File: config.mk
export PLATFORM = sky130hd
export DESIGN_NAME = gpp_ctrl
export DESIGN_NICKNAME = d
export VERILOG_FILES = /design/src/rtl/core/gpp_pkg.sv /design/src/rtl/core/gpp_ctrl.sv
export SDC_FILE = /design/constraint.sdc
export NUM_CORES = 1
export LEC_CHECK = 0
export BUFFER_PORTS_ARGS = -buffer_cell sky130_fd_sc_hd__buf_2
export CORE_AREA = 2 2 39 41
export CTS_CLUSTER_SIZE = 28
export DETAILED_ROUTE_END_ITERATION = 8
export DIE_AREA = 0 0 41 43
export PLACE_DENSITY = 0.54
export SLEW_MARGIN = 20
export SYNTH_ARGS = -nofsm -noshare
export SYNTH_HDL_FRONTEND = slang
export SYNTH_SLANG_ARGS = --single-unit
File: constraint.sdc
create_clock -name clk_i -period 2.9 [get_ports clk_i]
set_clock_uncertainty 0.15 [all_clocks]
set_input_delay 0.435 -clock clk_i [delete_from_list [all_inputs] [get_ports clk_i]]
set_output_delay 0.435 -clock clk_i [all_outputs]
set_load 0.005 [all_outputs]
File: src/rtl/core/gpp_pkg.sv
`default_nettype none

package gpp_pkg;

  // Field widths
  localparam int unsigned OP_W   = 2;
  localparam int unsigned ROW_W  = 7;
  localparam int unsigned DATA_W = 8;

  // Default table depth and height after reset
  localparam int unsigned MAX_SIZE_DEF = 128;
  localparam logic [DATA_W-1:0] GLYPH_HEIGHT_RST = 8'd128;
  localparam logic [DATA_W-1:0] COUNT_MAX = 8'd255;

  typedef enum logic [OP_W-1:0] {
    OP_ADD     = 2'd0,
    OP_RD_ROW  = 2'd1,
    OP_RD_COL  = 2'd2,
    OP_CLEAR   = 2'd3
  } op_e;

  typedef enum logic [2:0] {
    ST_IDLE,
    ST_ROW_RD,
    ST_ROW_WR,
    ST_COL,
    ST_RD_ISSUE,
    ST_RD_RESP
  } state_e;

  // One profile entry: count plus low and high bound
  typedef struct packed {
    logic [DATA_W-1:0] cnt;
    logic [DATA_W-1:0] lo;
    logic [DATA_W-1:0] hi;
  } entry_t;

  // Controller to datapath
  typedef struct packed {
    logic latch;
    logic clear;
    logic row_rd;
    logic row_wr;
    logic col_step;
    logic rd_issue;
    logic out_load;
  } cmd_t;

  // Datapath to controller
  typedef struct packed {
    op_e  in_op;
    logic run_ok;
    logic col_done;
    logic out_free;
  } status_t;

endpackage

`default_nettype wire

File: src/rtl/core/gpp_ctrl.sv
`default_nettype none

module gpp_ctrl
  import gpp_pkg::*;
(
  input  wire logic    clk_i,
  input  wire logic    rst_ni,
  input  wire logic    in_valid_i,
  output logic         in_ready_o,
  input  wire status_t status_i,
  output cmd_t         cmd_o
);

  state_e state_q, state_d;

  // State register
  always_ff @(posedge clk_i or negedge rst_ni) begin
    if (!rst_ni) begin
      state_q <= ST_IDLE;
    end else begin
      state_q <= state_d;
    end
  end

  // Next state and commands
  always_comb begin
    state_d    = state_q;
    cmd_o      = '0;
    in_ready_o = 1'b0;
    unique case (state_q)
      ST_IDLE: begin
        in_ready_o = 1'b1;
        if (in_valid_i) begin
          cmd_o.latch = 1'b1;
          unique case (status_i.in_op)
            OP_ADD:    state_d = ST_ROW_RD;
            OP_RD_ROW: state_d = ST_RD_ISSUE;
            OP_RD_COL: state_d = ST_RD_ISSUE;
            OP_CLEAR:  cmd_o.clear = 1'b1;
            default:   state_d = ST_IDLE;
          endcase
        end
      end
      ST_ROW_RD: begin
        // Drop runs that fall outside the tables
        if (status_i.run_ok) begin
          cmd_o.row_rd = 1'b1;
          state_d      = ST_ROW_WR;
        end else begin
          state_d = ST_IDLE;
        end
      end
      ST_ROW_WR: begin
        cmd_o.row_wr = 1'b1;
        state_d      = ST_COL;
      end
      ST_COL: begin
        cmd_o.col_step = 1'b1;
        if (status_i.col_done) begin
          state_d = ST_IDLE;
        end
      end
      ST_RD_ISSUE: begin
        cmd_o.rd_issue = 1'b1;
        state_d        = ST_RD_RESP;
      end
      ST_RD_RESP: begin
        // Hold until the output register frees up
        if (status_i.out_free) begin
          cmd_o.out_load = 1'b1;
          state_d        = ST_IDLE;
        end
      end
      default: state_d = ST_IDLE;
    endcase
  end

endmodule

`default_nettype wire

==> out/qor.log <==
INFO  status         status=finished, final reports clean
INFO  grt            grt_pass1_wl=952µm
INFO  cells_and_area mostFrequentLayoutCell=sky130_fd_sc_hd__buf_2
INFO  clock_network  clock_sinks=3
INFO  synthesis      synth-seq-area-share=26.4%
INFO  timing         final-hold-violation-count=0
INFO  place          detailedPlace.worstSlack=1.31ns
INFO  timing         setup-tns-final=0ns
INFO  cells_and_area layout.area.seq=75.1µm²
INFO  worst_setup_path timing.critical_path.required=2.32ns
INFO  clock_network  cts-buffers-inserted=3
INFO  floorplanning  floorplan.initialDensity=20.5%
INFO  cells_and_area largest_reg_flops=3
INFO  floorplanning  die_area=0.00176mm²
INFO  run            max_cap_viol_count=0
INFO  synthesis      syn_inst=31
INFO  worst_setup_path path_class=flop to output pin
INFO  synthesis      ys_types=22
INFO  clock_network  tritoncts=yes
INFO  cells_and_area top_regs=state_q: 3 flops
INFO  floorplanning  placement_rows=14
INFO  cells_and_area area_of_the_multi_input_gates=168µm²
INFO  timing         max_freq=0.542GHz
INFO  cells_and_area layout.filler_cells=157
INFO  power          share_of_total_power_in_combinational_logic=42.2%
INFO  synthesis      nets_in_the_synthesized_netlist=41
INFO  grt            antenna_violations_before_repair=0
INFO  timing         final_min_period_over_clock_period=63.6%
INFO  worst_setup_path crit-reg2reg-capture=state_q[0]$_DFFE_PN0P_
INFO  place          buffer_ports.inserted=15
INFO  power          clkPwrFrac=20.8%
INFO  cells_and_area fraction_of_final_layout_cells_sized_beyond_drive_strength_1=50.0%
INFO  floorplanning  core=0.00138mm²
INFO  timing         worstMarginPinSlew=0.362ns
INFO  worst_setup_path kind_of_end_point_of_the_critical_path=output pin
INFO  clock_network  clockRootBuffer=sky130_fd_sc_hd__clkbuf_4
INFO  power          internal_power=204µW
INFO  power          power.leakage=0.000211µW
INFO  clock_network  cts-root-to-sink-buffers=2
INFO  power          netSwitchingFraction=41.0%
INFO  floorplanning  io_pins=16
INFO  place          place_congestion=0.701
INFO  clock_network  postCtsSetupBuffers=0
INFO  floorplanning  fp.dieW=41µm
INFO  worst_setup_path timing.rr.start=state_q[2]$_DFFE_PN0P_
INFO  routing        route.detailed.wl_per_inst=9.08µm
INFO  timing         post_layout_min_period=1.84ns
INFO  timing         timing.slew.headroom=75.8%
INFO  power          switching_power=141µW
INFO  min_path       worstHoldPathCells=2
INFO  grt            first_global_vias=235
INFO  grt            grt_start_max_net_pins=12
INFO  worst_setup_path r2r_setup_slack=1.68ns
INFO  routing        ant_nets=0
INFO  routing        first_pass_iters=1
INFO  synthesis      syn-mean-instance-area=9.16µm²
INFO  floorplanning  dieHeight=43µm
INFO  cells_and_area leading_cell_types_in_the_layout_fill_and_taps_excluded=sky130_fd_sc_hd__buf_2 (15), sky130_fd_sc_hd__inv_1 (3), sky130_fd_sc_hd__clkbuf_4 (3), sky130_fd_sc_hd__dfrtp_1 (3)
INFO  routing        detail_route.wirelength=581µm
INFO  power          p_per_area=895mW/mm²
INFO  timing         postLayoutSetupSlackWorst=1.06ns
INFO  min_path       hp-class=input pin to flop
INFO  routing        routed_via_density=4.30
INFO  timing         setup_viol_count_final=0
INFO  clock_network  clk_transition_reported_paths=0.04ns
INFO  cells_and_area area_growth_syn_to_layout=35.7%
INFO  min_path       worst_hold_path_endpoint=state_q[1]$_DFFE_PN0P_
INFO  cells_and_area final-instance-count-excl-fill=64
INFO  synthesis      netlist_area=284µm²
INFO  cells_and_area layout.nets=59
INFO  power          share_seq_of_total_power=37.0%
INFO  min_path       worst_hold_startpoint=status_i[1]
INFO  cells_and_area diodes=0
INFO  worst_setup_path timing.critical_path.from_type=flop
INFO  routing        drt-initial-drc-count=0
INFO  routing        post_detailed_route_drc_marker_count=0
INFO  timing         setup_repair_after_global_routing_missed_its_margin=no
INFO  power          total_power=345µW
INFO  worst_setup_path ff2ff_path_depth=3
INFO  worst_setup_path worstPathArrival=1.26ns
INFO  clock_network  htree_levels=1
INFO  synthesis      yosys_warnings=0
INFO  place          dpl.cell_count=59
INFO  routing        vias=275
INFO  power          worst_ir_drop_vdd=0.288mV
INFO  cells_and_area post_layout_utilization_of_the_core=27.8%
INFO  synthesis      yosys_register_bits=3
INFO  timing         pins_over_their_slew_limit=0
INFO  grt            all_layer_gr_usage=8.66%
INFO  worst_setup_path worst-path-max-fanout=11
INFO  clock_network  clk-insertion-delay-late=0.23ns
INFO  place          hpwlAfterDp=437µm
INFO  grt            globalRoute.totalOverflow=0
INFO  cells_and_area max_flop_register=state_q
power by group through the flow:
stage,clock [µW],combinational (µW),sequential (µW)
floorplan,0,175,77.1
global placement,0,148,127
detailed placement,0,147,129
CTS,74.0,149,128
global route,75.5,162,137
finish,71.7,145,128
through the flow:
step           instance area (µm²)  hold WS, ns
2_1_floorplan                  284      -0.0106
3_3_place_gp                   349       0.0815
3_5_place_dp                   349       0.0846
4_1_cts                        385        0.278
5_1_grt                        385        0.280
6_report                       385        0.281
cell usage after synthesis:
library cell | number | area share (%)
sky130_fd_sc_hd__a21o_2 | 1 | 3.1
sky130_fd_sc_hd__a21oi_1 | 2 | 3.5
sky130_fd_sc_hd__a21oi_2 | 1 | 3.1
sky130_fd_sc_hd__a311oi_2 | 1 | 5.3
sky130_fd_sc_hd__a31oi_1 | 1 | 2.2
sky130_fd_sc_hd__and2_1 | 1 | 2.2
sky130_fd_sc_hd__and3_1 | 1 | 2.2
sky130_fd_sc_hd__and3b_2 | 1 | 3.5
sky130_fd_sc_hd__and4b_2 | 1 | 4.0
sky130_fd_sc_hd__buf_4 | 1 | 2.6
sky130_fd_sc_hd__buf_6 | 2 | 7.9
sky130_fd_sc_hd__dfrtp_1 | 3 | 26
sky130_fd_sc_hd__ha_1 | 2 | 8.8
sky130_fd_sc_hd__inv_1 | 3 | 4.0
sky130_fd_sc_hd__nand2_1 | 2 | 2.6
sky130_fd_sc_hd__nand2b_1 | 1 | 2.2
sky130_fd_sc_hd__nor2_1 | 1 | 1.3
sky130_fd_sc_hd__nor3_1 | 1 | 1.8
sky130_fd_sc_hd__nor3_2 | 1 | 3.5
sky130_fd_sc_hd__nor3b_1 | 2 | 5.3
sky130_fd_sc_hd__o21a_1 | 1 | 2.6
sky130_fd_sc_hd__o21ai_1 | 1 | 1.8
cell type report:
| cell class | count | area share (%) |
|---|---|---|
| inverter | 3 | 2.92 |
| sequential | 3 | 19.5 |
| timing repair buffer | 16 | 22.1 |
| multi-input combinational | 22 | 43.5 |
| tap | 16 | 5.19 |
| clock buffer | 4 | 6.82 |
worst max path at each step:
| stage | startpoint | to | slack [ns] |
|---|---|---|---|
| 2_1_floorplan | state_q[2]$_DFFE_PN0P_ | cmd_o[5] | 1.47 |
| 3_3_place_gp | state_q[1]$_DFFE_PN0P_ | cmd_o[5] | 1.31 |
| 3_5_place_dp | state_q[1]$_DFFE_PN0P_ | cmd_o[5] | 1.31 |
| 4_1_cts | state_q[1]$_DFFE_PN0P_ | cmd_o[5] | 1.05 |
| 5_1_grt | state_q[1]$_DFFE_PN0P_ | cmd_o[5] | 0.96 |
| 6_report | state_q[1]$_DFFE_PN0P_ | cmd_o[5] | 1.06 |
cells by family after synthesis:
kind of cell | after synthesis | share of synthesized area, %
AOI/OAI and AO/OA | 8 | 21.6
adders and majority gates | 2 | 8.81
buffers and inverters | 6 | 14.5
DFF | 3 | 26.4
and+or+nand+nor | 12 | 28.6
layer usage:
| layer | vias to the layer above | routed length, µm | global-route usage, % |
|---|---|---|---|
| met5 | - | 0 | 0 |
| met4 | 0 | 19 | 10.0 |
| met3 | 2 | 34 | 3.14 |
| met2 | 10 | 251 | 9.38 |
| met1 | 121 | 275 | 11.4 |
| li1 | 142 | - | - |
critical path, stage by stage, from the launching register on:
cell and delay (ns):
sky130_fd_sc_hd__dfrtp_1 0.49, sky130_fd_sc_hd__nor3_2 0.25, sky130_fd_sc_hd__and3_1 0.18, sky130_fd_sc_hd__buf_2 0.10
repair_timing:
action / CTS / global route
endpoints found under the hold margin: 3 / 0
setup endpoints to repair: 0 / 0
gates resized for setup: 0 / 0
hold buffers: 1 / 0
Power figures use the tool's default switching activity.
